### config.mk
export PLATFORM = sky130hd
export DESIGN_NAME = cursor_list_engine
export DESIGN_NICKNAME = d
export VERILOG_FILES = /design/src/rtl/core/cle_pkg.sv /design/src/rtl/core/cle_ram.sv /design/src/rtl/core/cursor_list_engine.sv
export SDC_FILE = /design/constraint.sdc
export NUM_CORES = 1
export LEC_CHECK = 0
export BUFFER_PORTS_ARGS = -buffer_cell sky130_fd_sc_hd__buf_2
export CAP_MARGIN = 20
export CORE_ASPECT_RATIO = 1.4
export CORE_MARGIN = 2
export CORE_UTILIZATION = 50
export DETAILED_ROUTE_END_ITERATION = 10
export PLACE_DENSITY_LB_ADDON = 0.08
export SLEW_MARGIN = 5
export SYNTH_ARGS = -nofsm -noshare
export SYNTH_HDL_FRONTEND = slang
export SYNTH_SLANG_ARGS = --single-unit
### constraint.sdc
create_clock -name clock -period 5.31 [get_ports clock]
set_input_delay 1.062 -clock clock [delete_from_list [all_inputs] [get_ports clock]]
set_output_delay 1.062 -clock clock [all_outputs]
set_load 0.1 [all_outputs]
### src/rtl/core/cle_pkg.sv
// Shared constants and codes for the cursor list engine.
package cle_pkg;

   localparam int CAPACITY_DEF = 16;
   localparam int VALUE_W      = 32;
   localparam int POS_W        = 8;
   localparam int REQ_W        = 3;
   localparam int STAT_W       = 3;
   localparam int FIELD_W      = 5;
   localparam int REQ_TDATA_W  = 40;
   localparam int RSP_TDATA_W  = 48;

   typedef enum logic [REQ_W-1:0] {
      REQ_FRONT      = 3'd0,
      REQ_END        = 3'd1,
      REQ_POSITION   = 3'd2,
      REQ_SORTED     = 3'd3,
      REQ_DELETE_ONE = 3'd4,
      REQ_DELETE_ALL = 3'd5,
      REQ_DUMP       = 3'd6,
      REQ_CLEAR      = 3'd7
   } req_kind_type;

   typedef enum logic [STAT_W-1:0] {
      ST_DONE      = 3'd0,
      ST_FULL      = 3'd1,
      ST_NOT_FOUND = 3'd2,
      ST_DUMP      = 3'd3,
      ST_EMPTY     = 3'd4
   } status_type;

endpackage

### src/rtl/core/cle_ram.sv
// Generic single-port-write, single-port-read RAM with registered read data.
module cle_ram #(
   parameter int WIDTH = 8,
   parameter int DEPTH = 16
) (
   input  logic                     clock,
   input  logic                     wr_en,
   input  logic [$clog2(DEPTH)-1:0] wr_addr,
   input  logic [WIDTH-1:0]         wr_data,
   input  logic                     rd_en,
   input  logic [$clog2(DEPTH)-1:0] rd_addr,
   output logic [WIDTH-1:0]         rd_data
);

   logic [WIDTH-1:0] mem [DEPTH];
   logic [WIDTH-1:0] rd_data_ff;

   always_ff @(posedge clock) begin
      if (wr_en) begin
         mem[wr_addr] <= wr_data;
      end
      if (rd_en) begin
         rd_data_ff <= mem[rd_addr];
      end
   end

   assign rd_data = rd_data_ff;

endmodule

### src/rtl/core/cursor_list_engine.sv
// Cursor list engine top level: request sequencer over the value and link memories.
// Clears and empty dumps go straight to the response; inserts first take a slot off the free chain;
// end, position and sorted inserts, deletes and dumps then walk the list slot by slot.
// Requests are taken one at a time; a dump gives one result per list slot, each waiting for the output.
// Reset (synchronous): empty list, free chain 0..CAPACITY-1; unwritten links read chained.
module cursor_list_engine #(
   parameter int CAPACITY = cle_pkg::CAPACITY_DEF
) (
   input  logic                            clock,
   input  logic                            reset,
   input  logic                            req_tvalid,
   output logic                            req_tready,
   input  logic [cle_pkg::REQ_TDATA_W-1:0] req_tdata,  // value, position
   input  logic [cle_pkg::REQ_W-1:0]       req_tuser,  // req_type
   output logic                            rsp_tvalid,
   input  logic                            rsp_tready,
   output logic [cle_pkg::RSP_TDATA_W-1:0] rsp_tdata,  // data, slot, removed_count, list_length
   output logic [cle_pkg::STAT_W-1:0]      rsp_tuser,  // status
   output logic                            rsp_tlast   // last
);
   import cle_pkg::*;

   localparam int IW = (CAPACITY > 1) ? $clog2(CAPACITY) : 1;
   localparam int SW = $clog2(CAPACITY + 1);
   localparam logic [SW-1:0] NIL = SW'(CAPACITY);
   localparam logic [SW-1:0] LAST_SLOT = SW'(CAPACITY - 1);

   typedef enum logic [4:0] {
      S_IDLE, S_INS, S_INS_FREE, S_FRONT, S_TAIL_SET, S_TAIL_RD, S_TAIL_CHK,
      S_POS_RD, S_POS_CHK, S_SRT_RD, S_SRT_P, S_SRT_NRD, S_SRT_N, S_AFT, S_AFT2,
      S_INS_DONE, S_DEL_RD, S_DEL_CHK, S_DEL_REL, S_DA_HRD, S_DA_HCHK, S_DA_PRD,
      S_DA_P, S_DA_NRD, S_DA_N, S_DA_REL, S_DA_END, S_DMP_RD, S_DMP_OUT, S_RESP
   } state_type;

   state_type           state_ff;
   req_kind_type        kind_ff;
   logic signed [VALUE_W-1:0] value_ff;
   logic [POS_W-1:0]    pos_ff;
   logic [POS_W-1:0]    step_ff;
   logic                srt_first_ff;
   logic [SW-1:0]       head_ff, free_ff, count_ff, removed_ff;
   logic [SW-1:0]       new_ff, prev_ff, cur_ff, nx_ff;
   logic [CAPACITY-1:0] link_valid_ff;
   logic                rd_valid_ff;
   logic [SW-1:0]       rd_slot_ff;

   status_type          res_status_ff;
   logic [VALUE_W-1:0]  res_data_ff;
   logic [SW-1:0]       res_slot_ff, res_rem_ff;
   logic                res_last_ff;

   logic                out_valid_ff, out_last_ff;
   logic [STAT_W-1:0]   out_status_ff;
   logic [VALUE_W-1:0]  out_data_ff;
   logic [FIELD_W-1:0]  out_slot_ff, out_rem_ff, out_len_ff;

   logic                rd_en, val_we, link_we;
   logic [SW-1:0]       rd_slot, link_wa, link_wd;
   logic [VALUE_W-1:0]  val_rd_raw;
   logic signed [VALUE_W-1:0] val_rd;
   logic [SW-1:0]       link_rd, next_rd;
   logic                out_free, accept;

   cle_ram #(.WIDTH(VALUE_W), .DEPTH(CAPACITY)) u_value_ram (
      .clock   (clock),
      .wr_en   (val_we),
      .wr_addr (new_ff[IW-1:0]),
      .wr_data (value_ff),
      .rd_en   (rd_en),
      .rd_addr (rd_slot[IW-1:0]),
      .rd_data (val_rd_raw)
   );

   cle_ram #(.WIDTH(SW), .DEPTH(CAPACITY)) u_link_ram (
      .clock   (clock),
      .wr_en   (link_we),
      .wr_addr (link_wa[IW-1:0]),
      .wr_data (link_wd),
      .rd_en   (rd_en),
      .rd_addr (rd_slot[IW-1:0]),
      .rd_data (link_rd)
   );

   assign val_rd = val_rd_raw;

   always_comb begin
      if (!rd_valid_ff) begin
         next_rd = (rd_slot_ff == LAST_SLOT) ? NIL : rd_slot_ff + 1'b1;
      end else if (link_rd < NIL) begin
         next_rd = link_rd;
      end else begin
         next_rd = NIL;
      end
   end

   always_comb begin
      rd_en   = 1'b0;
      rd_slot = cur_ff;
      val_we  = 1'b0;
      link_we = 1'b0;
      link_wa = new_ff;
      link_wd = NIL;
      unique case (state_ff)
         S_INS: begin
            rd_en   = 1'b1;
            rd_slot = free_ff;
         end
         S_POS_RD, S_SRT_RD, S_DA_PRD: begin
            rd_en   = 1'b1;
            rd_slot = prev_ff;
         end
         S_TAIL_RD, S_DEL_RD, S_DMP_RD: begin
            rd_en   = 1'b1;
            rd_slot = cur_ff;
         end
         S_SRT_NRD, S_DA_NRD: begin
            rd_en   = 1'b1;
            rd_slot = nx_ff;
         end
         S_DA_HRD: begin
            rd_en   = 1'b1;
            rd_slot = head_ff;
         end
         S_INS_FREE: val_we = 1'b1;
         S_TAIL_SET: begin
            link_we = 1'b1;
         end
         S_TAIL_CHK: begin
            link_we = (next_rd == NIL);
            link_wa = cur_ff;
            link_wd = new_ff;
         end
         S_FRONT: begin
            link_we = 1'b1;
            link_wd = head_ff;
         end
         S_AFT: begin
            link_we = 1'b1;
            link_wd = nx_ff;
         end
         S_AFT2: begin
            link_we = 1'b1;
            link_wa = prev_ff;
            link_wd = new_ff;
         end
         S_DEL_CHK: begin
            link_we = (val_rd == value_ff) && (prev_ff != NIL);
            link_wa = prev_ff;
            link_wd = next_rd;
         end
         S_DEL_REL: begin
            link_we = 1'b1;
            link_wa = cur_ff;
            link_wd = free_ff;
         end
         S_DA_HCHK: begin
            link_we = (val_rd == value_ff);
            link_wa = head_ff;
            link_wd = free_ff;
         end
         S_DA_N: begin
            link_we = (val_rd == value_ff);
            link_wa = prev_ff;
            link_wd = next_rd;
         end
         S_DA_REL: begin
            link_we = 1'b1;
            link_wa = nx_ff;
            link_wd = free_ff;
         end
         default: ;
      endcase
   end

   assign out_free   = !out_valid_ff || rsp_tready;
   assign req_tready = (state_ff == S_IDLE);
   assign accept     = req_tvalid && req_tready;

   always_ff @(posedge clock) begin
      if (reset) begin
         state_ff      <= S_IDLE;
         head_ff       <= NIL;
         free_ff       <= '0;
         count_ff      <= '0;
         link_valid_ff <= '0;
         out_valid_ff  <= 1'b0;
      end else begin
         if (rd_en) begin
            rd_valid_ff <= link_valid_ff[rd_slot[IW-1:0]];
            rd_slot_ff  <= rd_slot;
         end
         if (link_we) begin
            link_valid_ff[link_wa[IW-1:0]] <= 1'b1;
         end
         if (out_valid_ff && rsp_tready && state_ff != S_RESP) begin
            out_valid_ff <= 1'b0;
         end
         unique case (state_ff)
            S_IDLE: begin
               if (accept) begin
                  kind_ff    <= req_kind_type'(req_tuser);
                  value_ff   <= req_tdata[VALUE_W-1:0];
                  pos_ff     <= req_tdata[VALUE_W +: POS_W];
                  prev_ff    <= NIL;
                  cur_ff     <= head_ff;
                  removed_ff <= '0;
                  res_data_ff <= '0;
                  res_slot_ff <= NIL;
                  res_rem_ff  <= '0;
                  res_last_ff <= 1'b1;
                  unique case (req_kind_type'(req_tuser))
                     REQ_FRONT, REQ_END, REQ_POSITION, REQ_SORTED: state_ff <= S_INS;
                     REQ_DELETE_ONE: state_ff <= S_DEL_RD;
                     REQ_DELETE_ALL: state_ff <= S_DA_HRD;
                     REQ_DUMP: begin
                        if (head_ff == NIL) begin
                           res_status_ff <= ST_EMPTY;
                           state_ff      <= S_RESP;
                        end else begin
                           state_ff <= S_DMP_RD;
                        end
                     end
                     REQ_CLEAR: begin
                        link_valid_ff <= '0;
                        head_ff       <= NIL;
                        free_ff       <= '0;
                        count_ff      <= '0;
                        res_status_ff <= ST_DONE;
                        state_ff      <= S_RESP;
                     end
                  endcase
               end
            end
            S_INS: begin
               if (free_ff == NIL) begin
                  res_status_ff <= ST_FULL;
                  state_ff      <= S_RESP;
               end else begin
                  new_ff   <= free_ff;
                  state_ff <= S_INS_FREE;
               end
            end
            S_INS_FREE: begin
               free_ff      <= next_rd;
               prev_ff      <= head_ff;
               step_ff      <= POS_W'(1);
               srt_first_ff <= 1'b1;
               unique case (kind_ff)
                  REQ_END: state_ff <= S_TAIL_SET;
                  REQ_POSITION: begin
                     if (pos_ff <= POS_W'(1) || head_ff == NIL) begin
                        state_ff <= S_FRONT;
                     end else begin
                        state_ff <= S_POS_RD;
                     end
                  end
                  REQ_SORTED: state_ff <= (head_ff == NIL) ? S_FRONT : S_SRT_RD;
                  default: state_ff <= S_FRONT;
               endcase
            end
            S_FRONT: begin
               head_ff  <= new_ff;
               state_ff <= S_INS_DONE;
            end
            S_TAIL_SET: begin
               cur_ff <= head_ff;
               if (head_ff == NIL) begin
                  head_ff  <= new_ff;
                  state_ff <= S_INS_DONE;
               end else begin
                  state_ff <= S_TAIL_RD;
               end
            end
            S_TAIL_RD: state_ff <= S_TAIL_CHK;
            S_TAIL_CHK: begin
               if (next_rd == NIL) begin
                  state_ff <= S_INS_DONE;
               end else begin
                  cur_ff   <= next_rd;
                  state_ff <= S_TAIL_RD;
               end
            end
            S_POS_RD: state_ff <= S_POS_CHK;
            S_POS_CHK: begin
               if (step_ff < pos_ff - 1'b1) begin
                  prev_ff  <= next_rd;
                  step_ff  <= step_ff + 1'b1;
                  state_ff <= (next_rd == NIL) ? S_TAIL_SET : S_POS_RD;
               end else begin
                  nx_ff    <= next_rd;
                  state_ff <= S_AFT;
               end
            end
            S_SRT_RD: state_ff <= S_SRT_P;
            S_SRT_P: begin
               srt_first_ff <= 1'b0;
               if (srt_first_ff && value_ff <= val_rd) begin
                  state_ff <= S_FRONT;
               end else begin
                  nx_ff    <= next_rd;
                  state_ff <= (next_rd == NIL) ? S_AFT : S_SRT_NRD;
               end
            end
            S_SRT_NRD: state_ff <= S_SRT_N;
            S_SRT_N: begin
               if (val_rd < value_ff) begin
                  prev_ff  <= nx_ff;
                  state_ff <= S_SRT_P;
               end else begin
                  state_ff <= S_AFT;
               end
            end
            S_AFT:  state_ff <= S_AFT2;
            S_AFT2: state_ff <= S_INS_DONE;
            S_INS_DONE: begin
               count_ff      <= count_ff + 1'b1;
               res_status_ff <= ST_DONE;
               res_data_ff   <= value_ff;
               res_slot_ff   <= new_ff;
               state_ff      <= S_RESP;
            end
            S_DEL_RD: begin
               if (cur_ff == NIL) begin
                  res_status_ff <= ST_NOT_FOUND;
                  state_ff      <= S_RESP;
               end else begin
                  state_ff <= S_DEL_CHK;
               end
            end
            S_DEL_CHK: begin
               if (val_rd == value_ff) begin
                  if (prev_ff == NIL) begin
                     head_ff <= next_rd;
                  end
                  state_ff <= S_DEL_REL;
               end else begin
                  prev_ff  <= cur_ff;
                  cur_ff   <= next_rd;
                  state_ff <= S_DEL_RD;
               end
            end
            S_DEL_REL: begin
               free_ff       <= cur_ff;
               count_ff      <= count_ff - 1'b1;
               res_status_ff <= ST_DONE;
               res_slot_ff   <= cur_ff;
               res_rem_ff    <= SW'(1);
               state_ff      <= S_RESP;
            end
            S_DA_HRD: state_ff <= (head_ff == NIL) ? S_DA_END : S_DA_HCHK;
            S_DA_HCHK: begin
               if (val_rd == value_ff) begin
                  head_ff    <= next_rd;
                  free_ff    <= head_ff;
                  count_ff   <= count_ff - 1'b1;
                  removed_ff <= removed_ff + 1'b1;
                  state_ff   <= S_DA_HRD;
               end else begin
                  prev_ff  <= head_ff;
                  state_ff <= S_DA_P;
               end
            end
            S_DA_PRD: state_ff <= S_DA_P;
            S_DA_P: begin
               nx_ff    <= next_rd;
               state_ff <= (next_rd == NIL) ? S_DA_END : S_DA_NRD;
            end
            S_DA_NRD: state_ff <= S_DA_N;
            S_DA_N: begin
               if (val_rd == value_ff) begin
                  state_ff <= S_DA_REL;
               end else begin
                  prev_ff  <= nx_ff;
                  state_ff <= S_DA_P;
               end
            end
            S_DA_REL: begin
               free_ff    <= nx_ff;
               count_ff   <= count_ff - 1'b1;
               removed_ff <= removed_ff + 1'b1;
               state_ff   <= S_DA_PRD;
            end
            S_DA_END: begin
               res_status_ff <= (removed_ff != '0) ? ST_DONE : ST_NOT_FOUND;
               res_rem_ff    <= removed_ff;
               state_ff      <= S_RESP;
            end
            S_DMP_RD: state_ff <= S_DMP_OUT;
            S_DMP_OUT: begin
               res_status_ff <= ST_DUMP;
               res_data_ff   <= val_rd;
               res_slot_ff   <= cur_ff;
               res_last_ff   <= (next_rd == NIL);
               cur_ff        <= next_rd;
               state_ff      <= S_RESP;
            end
            S_RESP: begin
               if (out_free) begin
                  out_valid_ff  <= 1'b1;
                  out_status_ff <= res_status_ff;
                  out_data_ff   <= res_data_ff;
                  out_slot_ff   <= FIELD_W'(res_slot_ff);
                  out_rem_ff    <= FIELD_W'(res_rem_ff);
                  out_len_ff    <= FIELD_W'(count_ff);
                  out_last_ff   <= res_last_ff;
                  state_ff      <= res_last_ff ? S_IDLE : S_DMP_RD;
               end
            end
            default: state_ff <= S_IDLE;
         endcase
      end
   end

   assign rsp_tvalid = out_valid_ff;
   assign rsp_tuser  = out_status_ff;
   assign rsp_tlast  = out_last_ff;
   assign rsp_tdata  = {1'b0, out_len_ff, out_rem_ff, out_slot_ff, out_data_ff};

endmodule

==> impl_metrics.ini, run 1 <==
[run_status]
run_status = finished, final reports clean

[flow_run]
max_cap_violations = 0

[layout]
filler_cell_count = 5619
p_r_area_growth_vs_syn_pct = 13.4
num_antenna_cells = 0
final_net_count = 2675
drive_gt1_share_pct = 13.7

[synth]
post_synthesis_sequential_element_count = 846
synth_ff_type = sky130_fd_sc_hd__edfxtp_1
mappedNetlistNets = 2552
postSynthAreaPerCell_um2 = 14.4
post_synth_num_cell_types = 83
ys_warn_count = 0
synth_sequential_area_ratio_pct = 71.0
syn_inst = 2455
syn_area_mm2 = 0.0353
ys_async_sr_fraction_pct = 0
number_of_synthesized_flops_with_an_enable_pin = 809

[routing]
dr_total_vias = 22100
wl_um = 104000
route.detailed.vias_per_inst = 6.17
drt_pass_1_iters = 6
remaining_drc_errors = 0
first_iter_violations = 2118
wire_per_inst_um = 29.1
postRouteAntennaNets = 0

[worst_hold_path]
min-delay-path-class = reg2reg

[clocking]
cts-buffers-inserted = 81
cts_hold_repair.buffers = 0
clockBufferDepth = 3
clk-insertion-delay-late_ns = 0.65
numClockSinks = 846
post-cts-setup-buffers = 0
postCtsResizedCells = 0
cts-root-buf = sky130_fd_sc_hd__clkbuf_16
h-tree-depth = 3
cts_tree = yes
clk_pin_slew_ns = 0.07

[setup_path]
worstPathRequired_ns = 4.25
worst_setup_path_end_kind = output port
cp.arrival_ns = 3.46
timing.critical_path.from_type = flop
critPathMaxFanout = 25
criticalPathCategory = reg2out

[die]
rows = 115
fp.dieArea_mm2 = 0.0727
die-width_um = 229
top_level_ports = 101
die_height_um = 318
floorplan.initialDensity_pct = 50.3
design.core.area_mm2 = 0.0701

[grt]
grt_first_pass_wirelength_um = 150000
grt_start_max_net_pins = 157
vias_in_the_first_global_route = 22200
grt_util_all_layers_pct = 28.4
antenna_found_initial = 1
grt-ovfl-total = 0

[pwr]
power.leakage_nw = 13.5
power_density_mw_per_mm2 = 519
ir_drop_uv = 367

[sta]
final_hold_viol_count = 0
finalHoldWorstSlack_ns = 0.404
timing.setup.tns_ns = 0
max_freq_ghz = 0.221
worst_pin_slew_ns = 1.14
skew_ns = 0.0428
final-max-slew-violation-count = 0
timing.max_slew.rel_slack_pct = 24.1
post-route-period-util_pct = 85.2
unrepaired_setup_endpoints_after_global_routing = false
finalCriticalPeriod_ns = 4.52
setup_viol = 0

[placed_design]
portBuffers = 99
dp.final_hpwl_um = 61300
routabilityCongestion = 0.982
-- worst max-delay path: stages, from the launching register on --
cell                       delay (ns)
sky130_fd_sc_hd__dfxtp_1         1.00
sky130_fd_sc_hd__buf_4           0.37
sky130_fd_sc_hd__or4_1           0.28
sky130_fd_sc_hd__nand2b_1        0.31
sky130_fd_sc_hd__clkinv_1        0.40
sky130_fd_sc_hd__buf_2           0.43
-- metal layers --
layer	vias up	share of wire, %	track usage (%)
li1	9748	-	-
met1	11200	39	35.2
met2	882	51	49.5
met3	212	5.7	3.54
met4	0	4.6	13.4
met5	-	0	0
-- sequential cells by signal, summed over array words and instances, names as in the netlist, 8 cells and up --
name                 cells
step_ff                  8
value_ff                32
res_data_ff             32
u_value_ram.rd_data     32
pos_ff                   8
out_data_ff             32
link_valid_ff           16
u_link_ram.mem          80
u_value_ram.mem        512
-- worst paths after layout --
| check | from | to | slack (ns) | cells after the start |
|---|---|---|---|---|
| worst max-delay path | state_ff[2] | req_tready | 0.79 | 5 |
| worst min-delay path | res_data_ff[10] | out_data_ff[10] | 0.40 | 0 |
| worst max register to register | state_ff[2] | u_link_ram.rd_data[0] | 0.91 | 9 |
| worst min register to register | res_data_ff[10] | out_data_ff[10] | 0.40 | 0 |
-- cell families after synthesis --
kind of cell	count (synthesis)	share of synthesized area [%]
flops	846	71.0
simple gates	738	9.67
compound gates	438	9.56
buf+inv	194	2.71
mux	165	4.70
fa+ha+maj	50	1.79
xor+xnor	23	0.592
other cells	1	0.0106
-- per-stage QoR --
step           cells  setup WS [ns]  instance area [µm²]  total power, mW  utilization, %
2_1_floorplan   2455          0.110                35300             12.6               -
3_3_place_gp    3429          0.972                37200             14.7            53.1
3_5_place_dp    3430          0.976                37200             14.8            53.1
4_1_cts         3575          0.831                40000             20.8            57.1
5_1_grt         3576          0.741                40000             21.5            57.1
6_report        3576          0.786                40000             20.7            57.1
-- report_power, final --
part	switching (mW)	leakage [nW]	internal [mW]	total, mW
Clock	2.49	1.36	3.56	6.06
Sequential	0.563	7.62	8.27	8.83
Combinational	3.95	4.48	1.91	5.86
Total	7.00	13.5	13.7	20.7
-- Yosys cell counts, types with 7 or more instances --
library cell               number  share of area, %
sky130_fd_sc_hd__buf_2         50              0.71
sky130_fd_sc_hd__a21o_1        11              0.23
sky130_fd_sc_hd__and3_1        16              0.28
sky130_fd_sc_hd__nand2_1      410               4.4
sky130_fd_sc_hd__ha_1          49               1.7
sky130_fd_sc_hd__nor2_1       114               1.2
sky130_fd_sc_hd__a32oi_1      152               3.8
sky130_fd_sc_hd__o31ai_1        7              0.15
sky130_fd_sc_hd__xnor2_1       10              0.25
sky130_fd_sc_hd__and2_1         7              0.12
sky130_fd_sc_hd__buf_6          8              0.26
sky130_fd_sc_hd__buf_4         26              0.55
sky130_fd_sc_hd__inv_1         53              0.56
sky130_fd_sc_hd__clkbuf_1      43              0.46
sky130_fd_sc_hd__a31oi_1       15              0.27
sky130_fd_sc_hd__a22o_1        24              0.60
sky130_fd_sc_hd__nor2b_1       13              0.23
sky130_fd_sc_hd__a22oi_1        7              0.15
sky130_fd_sc_hd__mux2i_1      159               4.5
sky130_fd_sc_hd__a221o_1       14              0.40
sky130_fd_sc_hd__and4_1        39              0.97
sky130_fd_sc_hd__nor3_1        30              0.43
sky130_fd_sc_hd__nand2b_1      16              0.28
sky130_fd_sc_hd__dfxtp_1       37               2.1
sky130_fd_sc_hd__edfxtp_1     809                69
sky130_fd_sc_hd__nand4_1       12              0.21
sky130_fd_sc_hd__nor4_1         7              0.12
sky130_fd_sc_hd__o21ai_0       78               1.1
sky130_fd_sc_hd__nand3_1       33              0.47
sky130_fd_sc_hd__a21oi_1       56              0.79
sky130_fd_sc_hd__xor2_1        12              0.30
sky130_fd_sc_hd__a221oi_1      12              0.30
-- cells in the final DEF, fill, tap and decap left out, types with 15 or more instances in the layout --
cell type / netlist / routed
sky130_fd_sc_hd__edfxtp_1: 809 / 809
sky130_fd_sc_hd__nand2_1: 410 / 410
sky130_fd_sc_hd__mux2i_1: 159 / 159
sky130_fd_sc_hd__a32oi_1: 152 / 152
sky130_fd_sc_hd__nor2_1: 114 / 100
sky130_fd_sc_hd__buf_2: 50 / 100
sky130_fd_sc_hd__clkbuf_16: 0 / 84
sky130_fd_sc_hd__o21ai_0: 78 / 78
sky130_fd_sc_hd__a21oi_1: 56 / 56
sky130_fd_sc_hd__buf_4: 26 / 55
sky130_fd_sc_hd__inv_1: 53 / 53
sky130_fd_sc_hd__ha_1: 49 / 49
sky130_fd_sc_hd__and4_1: 39 / 39
sky130_fd_sc_hd__dfxtp_1: 37 / 36
sky130_fd_sc_hd__nand3_1: 33 / 32
sky130_fd_sc_hd__nor3_1: 30 / 25
sky130_fd_sc_hd__a22o_1: 24 / 24
sky130_fd_sc_hd__buf_12: 0 / 18
sky130_fd_sc_hd__nand2b_1: 16 / 16
sky130_fd_sc_hd__nor2_4: 1 / 15
-- layout make-up --
cell class / count / area, µm² / area share [%]
Inverter: 60 / 233 / 0.582
Clock inverter: 48 / 607 / 1.52
Timing Repair Buffer: 174 / 1290 / 3.22
Multi-Input combinational cell: 1415 / 9490 / 23.7
Clock buffer: 97 / 2170 / 5.43
Sequential cell: 846 / 25000 / 62.6
Tap cell: 936 / 1170 / 2.93
Note: power is estimated with default switching activity, not from simulation.
==> run 2: changes to the inputs <==
--- a/config.mk
+++ b/config.mk
@@ -15,4 +15,5 @@
 export SLEW_MARGIN = 5
 export SYNTH_ARGS = -nofsm -noshare
 export SYNTH_HDL_FRONTEND = slang
+export SYNTH_HIERARCHICAL = 1
 export SYNTH_SLANG_ARGS = --single-unit
==> impl_metrics.ini, run 2 <==
[run_status]
run_status = finished, final reports clean

[synth]
ys_warn_count = 6
post_synthesis_sequential_element_count = 846
mappedNetlistNets = 2120
ys_async_sr_fraction_pct = 0
synth_ff_type = sky130_fd_sc_hd__edfxtp_1
synth_sequential_area_ratio_pct = 72.3
synthDominantCellAreaShare_pct = 70.2
yosysMostFrequentCell = sky130_fd_sc_hd__edfxtp_1
syn_inst = 2023
postSynthAreaPerCell_um2 = 17.1
post_synth_num_cell_types = 88
post_synth_main_area_contributors = sky130_fd_sc_hd__edfxtp_1 70%, sky130_fd_sc_hd__mux4_2 10%, sky130_fd_sc_hd__a22oi_1 2.1%
synth_top_area_cell = sky130_fd_sc_hd__edfxtp_1
number_of_synthesized_flops_with_an_enable_pin = 809
synth_top_cells_by_count = 809 x sky130_fd_sc_hd__edfxtp_1, 153 x sky130_fd_sc_hd__mux4_2, 147 x sky130_fd_sc_hd__nand2_1, 127 x sky130_fd_sc_hd__nor2_1, 99 x sky130_fd_sc_hd__a22oi_1
syn_area_mm2 = 0.0346

[setup_path]
timing.critical_path.from_type = flop
reg2reg_slack_ns = 0.72
critPathMaxFanout = 20
critical_path.slowest_cell = sky130_fd_sc_hd__o31ai_4
worst_setup_path_end_kind = flop
criticalPathCategory = reg2reg
cpPeakStageDelay_ns = 0.83
crit_path_cell_trace = ha_1 -> and3_1 -> ha_1 -> a21oi_2 -> or4b_1 -> or2_1 -> o31ai_4 -> or3b_2 -> nor3_1
cp.arrival_ns = 4.87
worstPathRequired_ns = 5.58
critical_path.most_common_cell = sky130_fd_sc_hd__ha_1

[placed_design]
post-place-cells = 3035
portBuffers = 99
routabilityCongestion = 0.949
dp.final_hpwl_um = 53700
setup_slack_placement_ns = 0.782

[routing]
first_iter_violations = 1999
dr_total_vias = 19600
wl_um = 89900
wire_per_inst_um = 28.2
route.detailed.vias_per_inst = 6.14
postRouteAntennaNets = 0
remaining_drc_errors = 0
drt_pass_1_iters = 6

[pwr]
power_density_mw_per_mm2 = 535
swShare_pct = 33.7
power.leakage_nw = 12.9
pwr-share-seq_pct = 41.3
power.share.combinational_pct = 31.7
ir_drop_uv = 398
p_total_mw = 21.1
cell_internal_pwr_mw = 14.0
pwr-share-clk_pct = 27.0
switchingPower_mw = 7.11

[clocking]
cts_hold_repair.buffers = 0
numClockSinks = 846
clk_pin_slew_ns = 0.06
clockBufferDepth = 3
h-tree-depth = 3
postCtsResizedCells = 0
cts_tree = yes
clk-insertion-delay-late_ns = 0.65
cts-buffers-inserted = 82
cts-root-buf = sky130_fd_sc_hd__clkbuf_16
post-cts-setup-buffers = 0

[flow_run]
max_cap_violations = 0

[layout]
most_frequent_standard_cell_in_the_layout_excluding_fill_and_tap_cells = sky130_fd_sc_hd__edfxtp_1
drive_gt1_share_pct = 22.6
sequential_cell_area_mm2 = 0.0250
top_regs = u_value_ram/mem (512), u_link_ram/mem (80)
final_cell_mix = 809 x sky130_fd_sc_hd__edfxtp_1, 153 x sky130_fd_sc_hd__mux4_2, 147 x sky130_fd_sc_hd__nand2_1
filler_cell_count = 5337
multiInputGateArea_mm2 = 0.00913
layoutNonFillerInstCount = 3188
p_r_area_growth_vs_syn_pct = 13.7
final_net_count = 2288
num_antenna_cells = 0
top_register = u_value_ram/mem
largest_register_ffs = 512

[grt]
grt_start_max_net_pins = 80
vias_in_the_first_global_route = 20200
antenna_found_initial = 0
grt_util_all_layers_pct = 25.5
grt-ovfl-total = 0
grt_first_pass_wirelength_um = 131000

[sta]
skew_ns = 0.0253
finalCriticalPeriod_ns = 4.59
finalHoldWorstSlack_ns = 0.418
unrepaired_setup_endpoints_after_global_routing = false
timing.final.ws_setup_ns = 0.715
final-max-slew-violation-count = 0
max_freq_ghz = 0.218
timing.max_slew.rel_slack_pct = 26.6
final_hold_viol_count = 0
timing.setup.tns_ns = 0
post-route-period-util_pct = 86.5
worst_pin_slew_ns = 1.10
setup_viol = 0

[die]
die_height_um = 315
floorplan.initialDensity_pct = 50.4
design.core.area_mm2 = 0.0688
die-width_um = 226
top_level_ports = 101
fp.dieArea_mm2 = 0.0714
rows = 114

[worst_hold_path]
min-delay-path-class = reg2reg
[run 2: changes by cell type after synthesis, moves of 13 or more]
cell                      delta
sky130_fd_sc_hd__a22oi_1    +92
sky130_fd_sc_hd__mux4_2    +153
sky130_fd_sc_hd__nand2_1   -263
sky130_fd_sc_hd__and4_1     -38
sky130_fd_sc_hd__nor2_1     +13
sky130_fd_sc_hd__o21ai_0    -14
sky130_fd_sc_hd__a22o_1     -21
sky130_fd_sc_hd__buf_2      -38
sky130_fd_sc_hd__a32oi_1   -150
sky130_fd_sc_hd__mux2i_1   -155
[run 2: final cells by class]
cell class	count	share of cell area, %
Clock inverter	56	1.16
Tap cell	928	2.95
Multi-Input combinational cell	1033	23.2
Inverter	56	0.553
Timing Repair Buffer	172	3.10
Sequential cell	846	63.6
Clock buffer	97	5.46
[run 2: stage by stage]
| step | utilization (%) | cell area [µm²] |
|---|---|---|
| 2_1_floorplan | - | 34600 |
| 3_3_place_gp | 53.5 | 36800 |
| 3_5_place_dp | 53.5 | 36800 |
| 4_1_cts | 57.3 | 39400 |
| 5_1_grt | 57.3 | 39400 |
| 6_report | 57.3 | 39400 |
[run 2: metal layers]
layer / vias up / wire length, µm / track usage (%)
met3: 205 / 5260 / 3.82
met2: 756 / 46000 / 43.9
met5: - / 0 / 0
met4: 0 / 3240 / 9.96
met1: 10100 / 35400 / 32.8
li1: 8475 / - / -
[run 2: cell families (layout without fill, tap and decap cells)]
group                      count (synthesis)  in the layout  share of synthesized area [%]
AOI/OAI and AO/OA                        335            335                           6.76
xor gates and xnor gates                  24             24                          0.607
adders and majority gates                 50             50                           1.83
buffers and inverters                    144            381                           1.87
DFF                                      846            846                           72.3
muxes                                    163            163                           10.3
other                                      1              1                         0.0108
and+or+nand+nor                          460            460                           6.36
[run 2: worst paths after layout]
check	startpoint	to	cells past startpoint
worst max-delay path	rd_slot_ff[0]	u_link_ram/mem[0][3]	9
worst min-delay path	res_data_ff[26]	out_data_ff[26]	0
worst max register to register	rd_slot_ff[0]	u_link_ram/mem[0][3]	9
worst min register to register	res_data_ff[26]	out_data_ff[26]	0
[run 2: power by group through the flow]
stage	registers, mW	clock network, mW	logic (mW)
3_3_place_gp	8.81	0	6.68
2_1_floorplan	8.62	0	4.58
4_1_cts	8.69	5.81	6.71
6_report	8.69	5.70	6.68
3_5_place_dp	8.82	0	6.70
5_1_grt	8.74	6.05	7.17
[run 2: worst max-delay path: cells and delay by family, from the launching register on]
kind            cells  cell delay [ns]
compound gates      2             1.18
fa+ha+maj           2             0.54
flops               1             0.42
simple gates        5             2.07
